File: src/rtl/cdta_pkg.sv
`timescale 1ns / 1ps
// ----------------------------------------------------------------------------
// Calendar date and time adder package
// Widths, calendar constants, request and status codes, month tables and the
// request and response types of the shared floor divider.
// ----------------------------------------------------------------------------
package cdta_pkg;

  localparam int YEAR_BITS = 16;
  localparam int DIV_W     = 34;
  localparam int YW_W      = DIV_W + 1;
  localparam int REM_W     = 9;
  localparam int BASE_W    = 9;
  localparam int DIV_STEPS = DIV_W / 2;
  localparam int CNT_W     = $clog2(DIV_STEPS);

  localparam logic [REM_W-1:0] SECS_PER_MIN    = 9'd60;
  localparam logic [REM_W-1:0] MINS_PER_HOUR   = 9'd60;
  localparam logic [REM_W-1:0] HOURS_PER_DAY   = 9'd24;
  localparam logic [REM_W-1:0] DAYS_PER_YEAR   = 9'd365;
  localparam logic [REM_W-1:0] MONTHS_PER_YEAR = 9'd12;
  localparam logic [3:0]       LAST_MONTH_IDX  = 4'd11;

  localparam logic [2:0] REQ_LOAD    = 3'd0;
  localparam logic [2:0] REQ_SECONDS = 3'd1;
  localparam logic [2:0] REQ_MINUTES = 3'd2;
  localparam logic [2:0] REQ_HOURS   = 3'd3;
  localparam logic [2:0] REQ_DAYS    = 3'd4;
  localparam logic [2:0] REQ_MONTHS  = 3'd5;
  localparam logic [2:0] REQ_YEARS   = 3'd6;

  localparam logic [1:0] ST_OK         = 2'd0;
  localparam logic [1:0] ST_BAD_LOAD   = 2'd1;
  localparam logic [1:0] ST_YEAR_RANGE = 2'd2;

  typedef struct packed {
    logic             start;
    logic [DIV_W-1:0] dividend;
    logic [REM_W-1:0] divisor;
  } div_req_t;

  typedef struct packed {
    logic             done;
    logic [DIV_W-1:0] quot;
    logic [REM_W-1:0] rem;
  } div_rsp_t;

  function automatic logic [4:0] month_len(input logic [3:0] idx);
    logic [4:0] len;
    case (idx)
      4'd1:    len = 5'd28;
      4'd3:    len = 5'd30;
      4'd5:    len = 5'd30;
      4'd8:    len = 5'd30;
      4'd10:   len = 5'd30;
      default: len = 5'd31;
    endcase
    return len;
  endfunction

  function automatic logic [BASE_W-1:0] month_start(input logic [3:0] idx);
    logic [BASE_W-1:0] days;
    case (idx)
      4'd1:    days = 9'd31;
      4'd2:    days = 9'd59;
      4'd3:    days = 9'd90;
      4'd4:    days = 9'd120;
      4'd5:    days = 9'd151;
      4'd6:    days = 9'd181;
      4'd7:    days = 9'd212;
      4'd8:    days = 9'd243;
      4'd9:    days = 9'd273;
      4'd10:   days = 9'd304;
      4'd11:   days = 9'd334;
      default: days = 9'd0;
    endcase
    return days;
  endfunction

endpackage

File: src/rtl/calendar_date_time_adder.sv
`timescale 1ns / 1ps
// ----------------------------------------------------------------------------
// Calendar date and time adder
// Holds a date and time of day and applies load and signed add requests.
// ----------------------------------------------------------------------------
// The input channel carries one request per transfer: a load of all fields, or
// a signed add of seconds, minutes, hours, days, months or years. Every request
// yields exactly one transfer on the result channel with the held date and
// time after the request and a status code.
// A request is taken only while the sequencer is idle. Its carries run through
// one shared floor divider, seconds to minutes to hours to days, followed by a
// walk through the months. A load or an ignored request goes straight to the
// final step that fills the output register; a year add first passes the year
// check, a month add one division and the check, a day add one division, the
// walk and the check, and a second add four divisions, the walk and the check.
// The output register lets a new request start while a result still waits;
// when the receiver stalls, the finished result holds until it is taken and
// the next request waits in its final step.
// After reset the block holds 00:00:00 on day 1 of month 1 of year 1 and no
// result is pending.
// ----------------------------------------------------------------------------
module calendar_date_time_adder (
  input  logic                           clk,
  input  logic                           rst_n,
  input  logic                           in_valid,
  output logic                           in_stall,
  input  logic [2:0]                     in_req_type,
  input  logic signed [31:0]             in_amount,
  input  logic [5:0]                     in_load_second,
  input  logic [5:0]                     in_load_minute,
  input  logic [4:0]                     in_load_hour,
  input  logic [4:0]                     in_load_day,
  input  logic [3:0]                     in_load_month,
  input  logic [cdta_pkg::YEAR_BITS-1:0] in_load_year,
  output logic                           out_valid,
  input  logic                           out_stall,
  output logic [5:0]                     out_cur_second,
  output logic [5:0]                     out_cur_minute,
  output logic [4:0]                     out_cur_hour,
  output logic [4:0]                     out_cur_day,
  output logic [3:0]                     out_cur_month,
  output logic [cdta_pkg::YEAR_BITS-1:0] out_cur_year,
  output logic [1:0]                     out_status
);

  typedef enum logic [8:0] {
    S_IDLE  = 9'b000000001,
    S_SEC   = 9'b000000010,
    S_MIN   = 9'b000000100,
    S_HOUR  = 9'b000001000,
    S_DAY   = 9'b000010000,
    S_MON   = 9'b000100000,
    S_WALK  = 9'b001000000,
    S_CHECK = 9'b010000000,
    S_DONE  = 9'b100000000
  } state_t;

  state_t                           st_r, st_nxt;
  logic                             issued_r, issued_nxt;
  logic [cdta_pkg::DIV_W-1:0]       carry_r, carry_nxt;
  logic [cdta_pkg::YW_W-1:0]        yw_r, yw_nxt;
  logic [cdta_pkg::BASE_W-1:0]      doy_r, doy_nxt;
  logic [3:0]                       mi_r, mi_nxt;
  logic [1:0]                       status_r, status_nxt;

  logic [5:0]                       w_sec_r, w_sec_nxt;
  logic [5:0]                       w_min_r, w_min_nxt;
  logic [4:0]                       w_hour_r, w_hour_nxt;
  logic [4:0]                       w_day_r, w_day_nxt;
  logic [3:0]                       w_month_r, w_month_nxt;

  logic [5:0]                       sec_r, sec_nxt;
  logic [5:0]                       min_r, min_nxt;
  logic [4:0]                       hour_r, hour_nxt;
  logic [4:0]                       day_r, day_nxt;
  logic [3:0]                       month_r, month_nxt;
  logic [cdta_pkg::YEAR_BITS-1:0]   year_r, year_nxt;

  logic                             out_valid_r, out_valid_nxt;
  logic [5:0]                       o_sec_r, o_sec_nxt;
  logic [5:0]                       o_min_r, o_min_nxt;
  logic [4:0]                       o_hour_r, o_hour_nxt;
  logic [4:0]                       o_day_r, o_day_nxt;
  logic [3:0]                       o_month_r, o_month_nxt;
  logic [cdta_pkg::YEAR_BITS-1:0]   o_year_r, o_year_nxt;
  logic [1:0]                       o_status_r, o_status_nxt;

  cdta_pkg::div_req_t               div_req;
  cdta_pkg::div_rsp_t               div_rsp;

  logic                             in_xfer;
  logic                             load_ok;
  logic [cdta_pkg::BASE_W-1:0]      base;
  logic [cdta_pkg::YW_W-1:0]        year_ext;
  logic [cdta_pkg::YW_W-1:0]        quot_ext;
  logic [cdta_pkg::YW_W-1:0]        amt_ext;
  logic                             year_ok;
  logic [4:0]                       walk_len;
  logic [4:0]                       clamp_len;

  cdta_div u_div (
    .clk   (clk),
    .rst_n (rst_n),
    .req_i (div_req),
    .rsp_o (div_rsp)
  );

  assign in_stall = (st_r != S_IDLE);
  assign in_xfer  = in_valid && !in_stall;

  assign load_ok = (in_load_second < 6'd60) && (in_load_minute < 6'd60) &&
                   (in_load_hour < 5'd24) && (in_load_month >= 4'd1) &&
                   (in_load_month <= 4'd12) && (in_load_day >= 5'd1) &&
                   (in_load_year != '0) &&
                   (in_load_day <= cdta_pkg::month_len(in_load_month - 4'd1));

  assign year_ext  = {{(cdta_pkg::YW_W - cdta_pkg::YEAR_BITS){1'b0}}, year_r};
  assign quot_ext  = {div_rsp.quot[cdta_pkg::DIV_W-1], div_rsp.quot};
  assign amt_ext   = {{(cdta_pkg::YW_W - 32){in_amount[31]}}, in_amount};
  assign year_ok   = !yw_r[cdta_pkg::YW_W-1] && (yw_r != '0) &&
                     (yw_r[cdta_pkg::YW_W-2:cdta_pkg::YEAR_BITS] == '0);
  assign walk_len  = cdta_pkg::month_len(mi_r);
  assign clamp_len = cdta_pkg::month_len(div_rsp.rem[3:0]);

  always_comb begin
    base            = '0;
    div_req.divisor = cdta_pkg::SECS_PER_MIN;
    case (st_r)
      S_SEC: begin
        base            = cdta_pkg::BASE_W'(w_sec_r);
        div_req.divisor = cdta_pkg::SECS_PER_MIN;
      end
      S_MIN: begin
        base            = cdta_pkg::BASE_W'(w_min_r);
        div_req.divisor = cdta_pkg::MINS_PER_HOUR;
      end
      S_HOUR: begin
        base            = cdta_pkg::BASE_W'(w_hour_r);
        div_req.divisor = cdta_pkg::HOURS_PER_DAY;
      end
      S_DAY: begin
        base            = cdta_pkg::month_start(w_month_r - 4'd1) +
                          cdta_pkg::BASE_W'(w_day_r) - 1'b1;
        div_req.divisor = cdta_pkg::DAYS_PER_YEAR;
      end
      S_MON: begin
        base            = cdta_pkg::BASE_W'(w_month_r - 4'd1);
        div_req.divisor = cdta_pkg::MONTHS_PER_YEAR;
      end
      default: begin
        base            = '0;
        div_req.divisor = cdta_pkg::SECS_PER_MIN;
      end
    endcase
    div_req.dividend = {{(cdta_pkg::DIV_W - cdta_pkg::BASE_W){1'b0}}, base} + carry_r;
    div_req.start    = ((st_r == S_SEC) || (st_r == S_MIN) || (st_r == S_HOUR) ||
                        (st_r == S_DAY) || (st_r == S_MON)) && !issued_r;
  end

  always_comb begin
    st_nxt        = st_r;
    issued_nxt    = issued_r;
    carry_nxt     = carry_r;
    yw_nxt        = yw_r;
    doy_nxt       = doy_r;
    mi_nxt        = mi_r;
    status_nxt    = status_r;
    w_sec_nxt     = w_sec_r;
    w_min_nxt     = w_min_r;
    w_hour_nxt    = w_hour_r;
    w_day_nxt     = w_day_r;
    w_month_nxt   = w_month_r;
    sec_nxt       = sec_r;
    min_nxt       = min_r;
    hour_nxt      = hour_r;
    day_nxt       = day_r;
    month_nxt     = month_r;
    year_nxt      = year_r;
    out_valid_nxt = out_valid_r && out_stall;
    o_sec_nxt     = o_sec_r;
    o_min_nxt     = o_min_r;
    o_hour_nxt    = o_hour_r;
    o_day_nxt     = o_day_r;
    o_month_nxt   = o_month_r;
    o_year_nxt    = o_year_r;
    o_status_nxt  = o_status_r;

    if (div_req.start) begin
      issued_nxt = 1'b1;
    end

    case (st_r)
      S_IDLE: begin
        if (in_xfer) begin
          w_sec_nxt   = sec_r;
          w_min_nxt   = min_r;
          w_hour_nxt  = hour_r;
          w_day_nxt   = day_r;
          w_month_nxt = month_r;
          carry_nxt   = amt_ext[cdta_pkg::DIV_W-1:0];
          status_nxt  = cdta_pkg::ST_OK;
          case (in_req_type)
            cdta_pkg::REQ_LOAD: begin
              if (load_ok) begin
                sec_nxt   = in_load_second;
                min_nxt   = in_load_minute;
                hour_nxt  = in_load_hour;
                day_nxt   = in_load_day;
                month_nxt = in_load_month;
                year_nxt  = in_load_year;
              end else begin
                status_nxt = cdta_pkg::ST_BAD_LOAD;
              end
              st_nxt = S_DONE;
            end
            cdta_pkg::REQ_SECONDS: st_nxt = S_SEC;
            cdta_pkg::REQ_MINUTES: st_nxt = S_MIN;
            cdta_pkg::REQ_HOURS:   st_nxt = S_HOUR;
            cdta_pkg::REQ_DAYS:    st_nxt = S_DAY;
            cdta_pkg::REQ_MONTHS:  st_nxt = S_MON;
            cdta_pkg::REQ_YEARS: begin
              yw_nxt = year_ext + amt_ext;
              st_nxt = S_CHECK;
            end
            default: st_nxt = S_DONE;
          endcase
        end
      end
      S_SEC: begin
        if (div_rsp.done) begin
          w_sec_nxt  = div_rsp.rem[5:0];
          carry_nxt  = div_rsp.quot;
          issued_nxt = 1'b0;
          st_nxt     = S_MIN;
        end
      end
      S_MIN: begin
        if (div_rsp.done) begin
          w_min_nxt  = div_rsp.rem[5:0];
          carry_nxt  = div_rsp.quot;
          issued_nxt = 1'b0;
          st_nxt     = S_HOUR;
        end
      end
      S_HOUR: begin
        if (div_rsp.done) begin
          w_hour_nxt = div_rsp.rem[4:0];
          carry_nxt  = div_rsp.quot;
          issued_nxt = 1'b0;
          st_nxt     = S_DAY;
        end
      end
      S_DAY: begin
        if (div_rsp.done) begin
          doy_nxt    = div_rsp.rem;
          yw_nxt     = year_ext + quot_ext;
          mi_nxt     = '0;
          issued_nxt = 1'b0;
          st_nxt     = S_WALK;
        end
      end
      S_MON: begin
        if (div_rsp.done) begin
          w_month_nxt = div_rsp.rem[3:0] + 4'd1;
          yw_nxt      = year_ext + quot_ext;
          if (w_day_r > clamp_len) begin
            w_day_nxt = clamp_len;
          end
          issued_nxt  = 1'b0;
          st_nxt      = S_CHECK;
        end
      end
      S_WALK: begin
        if ((mi_r < cdta_pkg::LAST_MONTH_IDX) &&
            (doy_r >= cdta_pkg::BASE_W'(walk_len))) begin
          doy_nxt = doy_r - cdta_pkg::BASE_W'(walk_len);
          mi_nxt  = mi_r + 4'd1;
        end else begin
          w_month_nxt = mi_r + 4'd1;
          w_day_nxt   = doy_r[4:0] + 5'd1;
          st_nxt      = S_CHECK;
        end
      end
      S_CHECK: begin
        if (year_ok) begin
          sec_nxt   = w_sec_r;
          min_nxt   = w_min_r;
          hour_nxt  = w_hour_r;
          day_nxt   = w_day_r;
          month_nxt = w_month_r;
          year_nxt  = yw_r[cdta_pkg::YEAR_BITS-1:0];
        end else begin
          status_nxt = cdta_pkg::ST_YEAR_RANGE;
        end
        st_nxt = S_DONE;
      end
      S_DONE: begin
        if (!out_valid_r || !out_stall) begin
          out_valid_nxt = 1'b1;
          o_sec_nxt     = sec_r;
          o_min_nxt     = min_r;
          o_hour_nxt    = hour_r;
          o_day_nxt     = day_r;
          o_month_nxt   = month_r;
          o_year_nxt    = year_r;
          o_status_nxt  = status_r;
          st_nxt        = S_IDLE;
        end
      end
      default: begin
        st_nxt = S_IDLE;
      end
    endcase
  end

  always_ff @(posedge clk) begin
    if (!rst_n) begin
      st_r        <= S_IDLE;
      issued_r    <= 1'b0;
      out_valid_r <= 1'b0;
      sec_r       <= 6'd0;
      min_r       <= 6'd0;
      hour_r      <= 5'd0;
      day_r       <= 5'd1;
      month_r     <= 4'd1;
      year_r      <= cdta_pkg::YEAR_BITS'(1);
    end else begin
      st_r        <= st_nxt;
      issued_r    <= issued_nxt;
      out_valid_r <= out_valid_nxt;
      sec_r       <= sec_nxt;
      min_r       <= min_nxt;
      hour_r      <= hour_nxt;
      day_r       <= day_nxt;
      month_r     <= month_nxt;
      year_r      <= year_nxt;
    end
  end

  always_ff @(posedge clk) begin
    carry_r    <= carry_nxt;
    yw_r       <= yw_nxt;
    doy_r      <= doy_nxt;
    mi_r       <= mi_nxt;
    status_r   <= status_nxt;
    w_sec_r    <= w_sec_nxt;
    w_min_r    <= w_min_nxt;
    w_hour_r   <= w_hour_nxt;
    w_day_r    <= w_day_nxt;
    w_month_r  <= w_month_nxt;
    o_sec_r    <= o_sec_nxt;
    o_min_r    <= o_min_nxt;
    o_hour_r   <= o_hour_nxt;
    o_day_r    <= o_day_nxt;
    o_month_r  <= o_month_nxt;
    o_year_r   <= o_year_nxt;
    o_status_r <= o_status_nxt;
  end

  assign out_valid      = out_valid_r;
  assign out_cur_second = o_sec_r;
  assign out_cur_minute = o_min_r;
  assign out_cur_hour   = o_hour_r;
  assign out_cur_day    = o_day_r;
  assign out_cur_month  = o_month_r;
  assign out_cur_year   = o_year_r;
  assign out_status     = o_status_r;

endmodule

File: src/rtl/cdta_div.sv
`timescale 1ns / 1ps
// ----------------------------------------------------------------------------
// Shared floor divider
// Divides a signed two's complement dividend by a small positive divisor,
// two quotient bits per cycle, and rounds the quotient towards minus infinity
// so that the remainder always lies between zero and the divisor.
// ----------------------------------------------------------------------------
module cdta_div (
  input  logic               clk,
  input  logic               rst_n,
  input  cdta_pkg::div_req_t req_i,
  output cdta_pkg::div_rsp_t rsp_o
);

  typedef enum logic [2:0] {
    D_IDLE = 3'b001,
    D_RUN  = 3'b010,
    D_FIX  = 3'b100
  } dstate_t;

  dstate_t                       st_r, st_nxt;
  logic                          neg_r, neg_nxt;
  logic [cdta_pkg::DIV_W-1:0]    mag_r, mag_nxt;
  logic [cdta_pkg::REM_W-1:0]    rem_r, rem_nxt;
  logic [cdta_pkg::REM_W-1:0]    dsr_r, dsr_nxt;
  logic [cdta_pkg::CNT_W-1:0]    cnt_r, cnt_nxt;
  logic                          done_r, done_nxt;
  logic [cdta_pkg::DIV_W-1:0]    quot_r, quot_nxt;
  logic [cdta_pkg::REM_W-1:0]    remq_r, remq_nxt;

  logic [cdta_pkg::REM_W:0]      t1, t2;
  logic                          ge1, ge2;
  logic [cdta_pkg::REM_W-1:0]    r1, r2;
  logic [cdta_pkg::DIV_W-1:0]    mag_abs;

  always_comb begin
    t1  = {rem_r, mag_r[cdta_pkg::DIV_W-1]};
    ge1 = (t1 >= {1'b0, dsr_r});
    r1  = ge1 ? cdta_pkg::REM_W'(t1 - {1'b0, dsr_r}) : t1[cdta_pkg::REM_W-1:0];
    t2  = {r1, mag_r[cdta_pkg::DIV_W-2]};
    ge2 = (t2 >= {1'b0, dsr_r});
    r2  = ge2 ? cdta_pkg::REM_W'(t2 - {1'b0, dsr_r}) : t2[cdta_pkg::REM_W-1:0];
    mag_abs = req_i.dividend[cdta_pkg::DIV_W-1] ? (~req_i.dividend + 1'b1) : req_i.dividend;

    st_nxt   = st_r;
    neg_nxt  = neg_r;
    mag_nxt  = mag_r;
    rem_nxt  = rem_r;
    dsr_nxt  = dsr_r;
    cnt_nxt  = cnt_r;
    done_nxt = 1'b0;
    quot_nxt = quot_r;
    remq_nxt = remq_r;

    case (st_r)
      D_IDLE: begin
        if (req_i.start) begin
          neg_nxt = req_i.dividend[cdta_pkg::DIV_W-1];
          mag_nxt = mag_abs;
          rem_nxt = '0;
          dsr_nxt = req_i.divisor;
          cnt_nxt = '0;
          st_nxt  = D_RUN;
        end
      end
      D_RUN: begin
        mag_nxt = {mag_r[cdta_pkg::DIV_W-3:0], ge1, ge2};
        rem_nxt = r2;
        cnt_nxt = cnt_r + 1'b1;
        if (cnt_r == cdta_pkg::CNT_W'(cdta_pkg::DIV_STEPS - 1)) begin
          st_nxt = D_FIX;
        end
      end
      D_FIX: begin
        // A negative dividend with a remainder steps the quotient down by one.
        if (neg_r && (rem_r != '0)) begin
          quot_nxt = ~mag_r;
          remq_nxt = dsr_r - rem_r;
        end else if (neg_r) begin
          quot_nxt = ~mag_r + 1'b1;
          remq_nxt = '0;
        end else begin
          quot_nxt = mag_r;
          remq_nxt = rem_r;
        end
        done_nxt = 1'b1;
        st_nxt   = D_IDLE;
      end
      default: begin
        st_nxt = D_IDLE;
      end
    endcase
  end

  always_ff @(posedge clk) begin
    if (!rst_n) begin
      st_r   <= D_IDLE;
      done_r <= 1'b0;
      cnt_r  <= '0;
    end else begin
      st_r   <= st_nxt;
      done_r <= done_nxt;
      cnt_r  <= cnt_nxt;
    end
  end

  always_ff @(posedge clk) begin
    neg_r  <= neg_nxt;
    mag_r  <= mag_nxt;
    rem_r  <= rem_nxt;
    dsr_r  <= dsr_nxt;
    quot_r <= quot_nxt;
    remq_r <= remq_nxt;
  end

  assign rsp_o.done = done_r;
  assign rsp_o.quot = quot_r;
  assign rsp_o.rem  = remq_r;

endmodule
File: config.mk
export PLATFORM = sky130hd
export DESIGN_NAME = calendar_date_time_adder
export DESIGN_NICKNAME = d
export VERILOG_FILES = /design/src/rtl/cdta_pkg.sv /design/src/rtl/calendar_date_time_adder.sv /design/src/rtl/cdta_div.sv
export SDC_FILE = /design/constraint.sdc
export NUM_CORES = 1
export LEC_CHECK = 0
export ABC_AREA = 1
export BUFFER_PORTS_ARGS = -buffer_cell sky130_fd_sc_hd__buf_2
export CORE_AREA = 2 2 263 135
export DETAILED_ROUTE_END_ITERATION = 8
export DIE_AREA = 0 0 265 137
export GPL_ROUTABILITY_DRIVEN = 0
export PLACE_DENSITY = 0.81
export SYNTH_ARGS = -nofsm -noshare
export SYNTH_HDL_FRONTEND = slang
export SYNTH_SLANG_ARGS = --single-unit
File: constraint.sdc
create_clock -name clk -period 6.6 [get_ports clk]
set_input_delay 1.32 -clock clk [delete_from_list [all_inputs] [get_ports clk]]
set_output_delay 1.32 -clock clk [all_outputs]
set_load 0.02 [all_outputs]
==> results of run 1 <==
## cell families after synthesis
logic type	share of synthesized area [%]
multiplexers	0.0479
AO/OA/AOI/OAI	13.4
AND/OR/NAND/NOR	27.1
flip-flops	41.1
buffers and inverters	7.58
XOR/XNOR	4.44
adder cells (fa/ha/maj)	6.34
## stage by stage
step | TNS, ps | std cells
finish | 0 | 3313
global route | -1.54 | 3313
detailed placement | 0 | 3257
CTS | 0 | 3309
global placement | 0 | 3257
floorplan | 0 | 2736
## how the worst max path moves through the flow
stage                 startpoint         endpoint  slack (ps)  depth (start not counted)
floorplan           w_month_r[0]  u_div.mag_r[32]        1320                         37
global placement    w_month_r[0]  u_div.mag_r[30]         650                         35
detailed placement  w_month_r[0]  u_div.mag_r[31]         340                         35
CTS                 w_month_r[0]  u_div.mag_r[31]         310                         35
global route        w_month_r[0]  u_div.mag_r[31]          -2                         37
finish              w_month_r[0]  u_div.mag_r[22]         350                         35
## registers in the layout, indices dropped and copies added, names as in the netlist, 5 cells and up
signal / cells
carry_r: 34
day_r: 5
doy_r: 9
hour_r: 5
min_r: 6
out_cur_day: 5
out_cur_hour: 5
out_cur_minute: 6
out_cur_second: 6
out_cur_year: 16
sec_r: 6
st_r: 9
u_div.cnt_r: 5
u_div.mag_r: 34
u_div.quot_r: 34
u_div.rem_r: 9
u_div.remq_r: 9
w_day_r: 5
w_hour_r: 5
w_min_r: 6
w_sec_r: 6
year_r: 16
yw_r: 35
## layout make-up
| class | count | area (um^2) | area share [%] |
|---|---|---|---|
| antenna | 2 | 5.00 | 0.0219 |
| clock buffer | 39 | 793 | 3.47 |
| clock inverter | 13 | 108 | 0.471 |
| inverter | 334 | 1260 | 5.50 |
| multi-input combinational | 2026 | 10800 | 47.2 |
| sequential | 307 | 8600 | 37.6 |
| tap | 450 | 563 | 2.46 |
| timing repair buffer | 142 | 751 | 3.28 |
## what timing repair did
| action | 4_1_cts | 5_1_grt |
|---|---|---|
| setup buffers | 0 | 2 |
| hold endpoints to repair | 0 | 0 |
| resized for setup | 0 | 5 |
| setup endpoints to repair | 0 | 23 |
## layout by cell type, fill, tap and decap left out, types with 12 or more instances in the layout
master / instances
xnor2_1: 30
buf_4: 16
nor4_1: 33
o21ai_1: 27
o211ai_1: 13
nand3b_1: 12
nor2_2: 12
buf_2: 126
a31oi_1: 13
nand2_1: 701
nor2_1: 255
o21ai_0: 205
nand4_1: 33
inv_1: 320
a21oi_1: 158
dfxtp_1: 62
nor3_1: 59
edfxtp_1: 245
nand3_1: 160
clkbuf_16: 29
ha_1: 98
xor2_1: 76
nand2_2: 16
## report_power, final
part	switching (W)	internal, W
combinational	0.00366	0.00155
clock	0.000761	0.000884
sequential	0.000462	0.00291
total	0.00488	0.00534
## worst reg2reg max path, delay by kind of cell, from the launching register on
family | cells | cell delay [ps]
AND/OR/NAND/NOR | 17 | 2110
flip-flops | 1 | 490
AO/OA/AOI/OAI | 8 | 1420
adder cells (fa/ha/maj) | 5 | 1470
XOR/XNOR | 1 | 150
buffers and inverters | 4 | 360
## layer usage
metal / global-route usage (%) / up-vias
met3: 17.2 / 106
li1: - / 9428
met1: 52.7 / 9454
met2: 48.8 / 1497
met5: 0 / -
met4: 8.16 / 0
==> metrics.txt, run 1 <==
Worst path slowest cell edfxtp_1; Max-Cap Viols 1; Worst Reg-to-Reg Cells 35; number of synthesized flops with an enable pin 245; Peak VDD IR 273 uV; status complete, but fails checks; GRT Util Overall 36.5%; Post-Place Worst Slack between 300 and 400 ps; Starting Density roughly three fifths; Avg WL per Cell roughly 20 um; final wirelength around 67 mm; Worst path max stage delay just under 500 ps; Worst setup EP type register; Slew Limit Fails 0; Final Worst Setup Slack ~350 ps; R2R setup slack 350 ps; Max H-tree Level 1; hold path endpoint out_status[1]; Port-buffer cells 126; clock sinks roughly 310; area grow syn2layout 9.36%; synth unique cells between 60 and 70; Via density 6.18; io pins 127; DP Area 21900 um^2; clock buffer depth 3; final period utilization between 90% and 100%; hold_sp status_r[1]; hold buffer count at CTS 0; CTS tree yes; core area between 30000 and 40000 um^2; PD cells ~450 nW/um^2; Top Metal Used met4; root buf cell clkbuf_16; final total power slightly above 0.01 W; hold depth 0; top_reg_cell synth edfxtp_1; TritonCTS buffer count 28; worst hold margin 436 ps; Die W about 270 um; final core occ roughly two thirds; FF-to-FF Start w_month_r[0]; # DRC 0; Hold Fails Final Rpt 0; metal2 WL 25.2 mm; flops & latches, synth about 310; Setup violations, final 0; chip height between 100 and 150 um; Synthesis Warnings 0; most frequent CP cell nand2_1; clock transition at the registers of the reported paths ~70 ps; Yosys top cell by area edfxtp_1; die area around 36000 um^2; vias in the first global route ~18000; crit start category register; DRT antenna net count 0; largest cells by area after synthesis edfxtp_1, nand2_1, dfxtp_1, ha_1, inv_1; Mapped Area 20900 um^2; Fmax around 160 MHz; Slew HR roughly 1.0%; total congestion overflow 0; Min-Delay Path Class register to register; DRT Pass-1 Iters 8; Synthesized Nets between 2000 and 3000; worst slew pin tran ~1500 ps; largest net degree at the start of global routing 53; most frequent cell after synthesis nand2_1; Max Fanout on Critical Path 7; # fillers ~2800; Routed met1 length approximately 28 mm; num rows 48; clk_lat worst skew 570 ps; Avg Cell Area, Syn ~7.6 um^2; kind of critical path register to register; post-synthesis sequential area ratio between 40% and 50%; post-route cell area 22900 um^2; first-pass GRT wire length 102 mm; worst path required time ~7000 ps; antenna violations before repair 4; ys async rst share 0%; Mapped Cells approximately 2700; top cell family by delay on the critical path simple AND/OR/NAND/NOR gates; Final min period 6250 ps; Nets roughly 3000; area share of the largest cell type after synthesis 35.2%; vias slightly above 20000; Starting DRT DRC Count between 3000 and 4000; worst clock skew 14.9 ps; Critical R2R Capture u_div.mag_r[22]; HPWL after detailed placement around 51 mm; layout cells sized above 1 9.44%; failing checks capacitance limit; LEAKAGE between 9 and 10 nW; top cells by count, synth nand2_1, inv_1, nor2_1; Buf+Inv Stages, Crit Path 4; Critical Path AT between 6000 and 7000 ps; metal3 WL 12.8 mm
(Power assumes the default switching activity.)
==> inputs of run 2 (changes only) <==
--- a/config.mk
+++ b/config.mk
@@ -7,11 +7,12 @@
 export LEC_CHECK = 0
 export ABC_AREA = 1
 export BUFFER_PORTS_ARGS = -buffer_cell sky130_fd_sc_hd__buf_2
-export CORE_AREA = 2 2 263 135
+export CORE_AREA = 2 2 293 150
+export CTS_CLUSTER_DIAMETER = 200
 export DETAILED_ROUTE_END_ITERATION = 8
-export DIE_AREA = 0 0 265 137
+export DIE_AREA = 0 0 295 152
 export GPL_ROUTABILITY_DRIVEN = 0
-export PLACE_DENSITY = 0.81
+export PLACE_DENSITY = 0.67
 export SYNTH_ARGS = -nofsm -noshare
 export SYNTH_HDL_FRONTEND = slang
 export SYNTH_SLANG_ARGS = --single-unit
==> run 2 against run 1 <==
  * Via count shrank 3.0%
  * Final cell count increased by 4.3%
  * Die area rose by 24%
  * The flow now finishes without violations
  * Count of clock-buffer cells in the layout grew 1
  * Register-to-register slack better by 240 ps
  * Setup slack better by 240 ps
  * Highest routed layer is now met5
  * Sequential share of layout area is 0.41 points lower
  * Hold slack worse by 9.0 ps
==> metrics.txt, run 2 (same netlist as run 1, synthesis figures left out) <==
CTS tree yes; Worst setup EP type register; final period utilization between 90% and 100%; core area between 40000 and 50000 um^2; GRT Util Overall 29.4%; FF/Latch Area about 8600 um^2; io pins around 130; largest register by flop count yw_r; vias ~20000; Worst path max stage delay ~450 ps; Max-Cap Viols 0; worst hold margin between 400 and 500 ps; total congestion overflow 0; hold buffer count at CTS 0; PD cells 442 nW/um^2; kind of critical path register to register; Multi-input gate area ~11000 um^2; Hold Fails Final Rpt 0; final wirelength approximately 67 mm; Starting DRT DRC Count 2540; worst clock skew about 24 ps; first-pass GRT wire length slightly above 100 mm; Max Fanout on Critical Path 6; TritonCTS buffer count 29; Starting Density just under 50%; Slew Limit Fails 0; Peak VDD IR 288 uV; layout cells sized above 1 roughly a tenth; Critical Path AT 6350 ps; die area 44800 um^2; Die W slightly below 300 um; fin cells 3454; chip height around 150 um; antenna violations before repair 5; area grow syn2layout 10.6%; Final TNS setup 0 ps; Slew HR a little under a fifth; most frequent CP cell nand2_1; DP Area roughly 22000 um^2; most frequent cells in the layout nand2_1, inv_1, nor2_1, edfxtp_1, o21ai_0; Min-Delay Path Class register to register; Nets 3026; worst slew pin tran approximately 1200 ps; placed cells 3397; Setup violations, final 0; largest net degree at the start of global routing 53; most common cell after layout, fill and taps aside nand2_1; # DRC 0; Final min period around 6000 ps; crit start category register; HPWL after detailed placement between 50 and 60 mm; Avg WL per Cell 19.4 um; # fillers a little under 4000; status completed; root buf cell clkbuf_16; RSZ-0062 raised after global routing false; Worst path slowest cell edfxtp_1; vias in the first global route approximately 18000; post-route cell area ~23000 um^2; clock transition at the registers of the reported paths about 70 ps; clk_lat worst skew about 600 ps; max FFs per register 35; Port-buffer cells around 130; Fmax approximately 170 MHz; Buf+Inv Stages, Crit Path 6; top cell family by delay on the critical path simple AND/OR/NAND/NOR gates; worst path required time just under 7000 ps; clock buffer depth 3; DRT antenna net count 0; LEAKAGE 9.92 nW; Max H-tree Level 1; num rows 54; DRT Pass-1 Iters 7; final core occ 54.2%; Via density roughly 5.8; clock sinks ~300
[run 2: changes by cell type in the layout (fill, tap and decap cells not counted), sizes merged]
cell	before	now
diode	2	1
clkinv	12	8
buf	142	144
inv	333	336
clkbuf	39	40
bufinv	1	0
clkinvlp	1	4
[run 2: power breakdown]
group | leakage, nW | switching [W] | internal (W)
clock | 0.459 | 0.000810 | 0.000921
combinational | 6.70 | 0.00359 | 0.00156
sequential | 2.76 | 0.000441 | 0.00291
[run 2: final cells by class]
cell class | instances | area share (%)
timing repair buffer | 144 | 3.31
clock buffer | 40 | 3.72
clock inverter | 14 | 0.400
multi-input combinational | 2026 | 46.7
sequential | 307 | 37.2
antenna | 1 | 0.0108
tap | 588 | 3.18
inverter | 334 | 5.46
[run 2: repair_timing]
action                                  in CTS  in global routing
resized for setup                            0                 11
setup buffers                                0                  2
endpoints found under the setup margin       0                 27
[run 2: worst register-to-register path: cells and delay by family, from the launching register on]
family,cells,cell delay (ps)
adder cells (fa/ha/maj),5,1460
flip-flops,1,450
XOR/XNOR,1,400
AO/OA/AOI/OAI,8,1380
buffers and inverters,6,550
AND/OR/NAND/NOR,15,1560
[run 2: worst paths after layout]
| kind | start | end | slack (ps) | depth (start not counted) |
|---|---|---|---|---|
| max reg2reg | w_month_r[1] | u_div.mag_r[31] | 590 | 35 |
| min | status_r[1] | out_status[1] | 430 | 0 |
| max | w_month_r[1] | u_div.mag_r[31] | 590 | 35 |
| min reg2reg | status_r[1] | out_status[1] | 430 | 0 |
[run 2: routing by layer]
layer	GRT usage [%]	up-vias	share of wire, %
li1	-	9428	-
met3	12.2	78	16
met1	47.3	9212	46
met5	0	-	0.019
met2	36.1	1146	36
met4	4.11	2	1.4
[run 2: metrics by stage]
step           total power (W)  setup WS [ps]
2_1_floorplan          0.00693           1320
3_3_place_gp           0.00815            613
3_5_place_dp           0.00830            407
4_1_cts                 0.0100            383
5_1_grt                 0.0109           27.6
6_report                0.0102            591
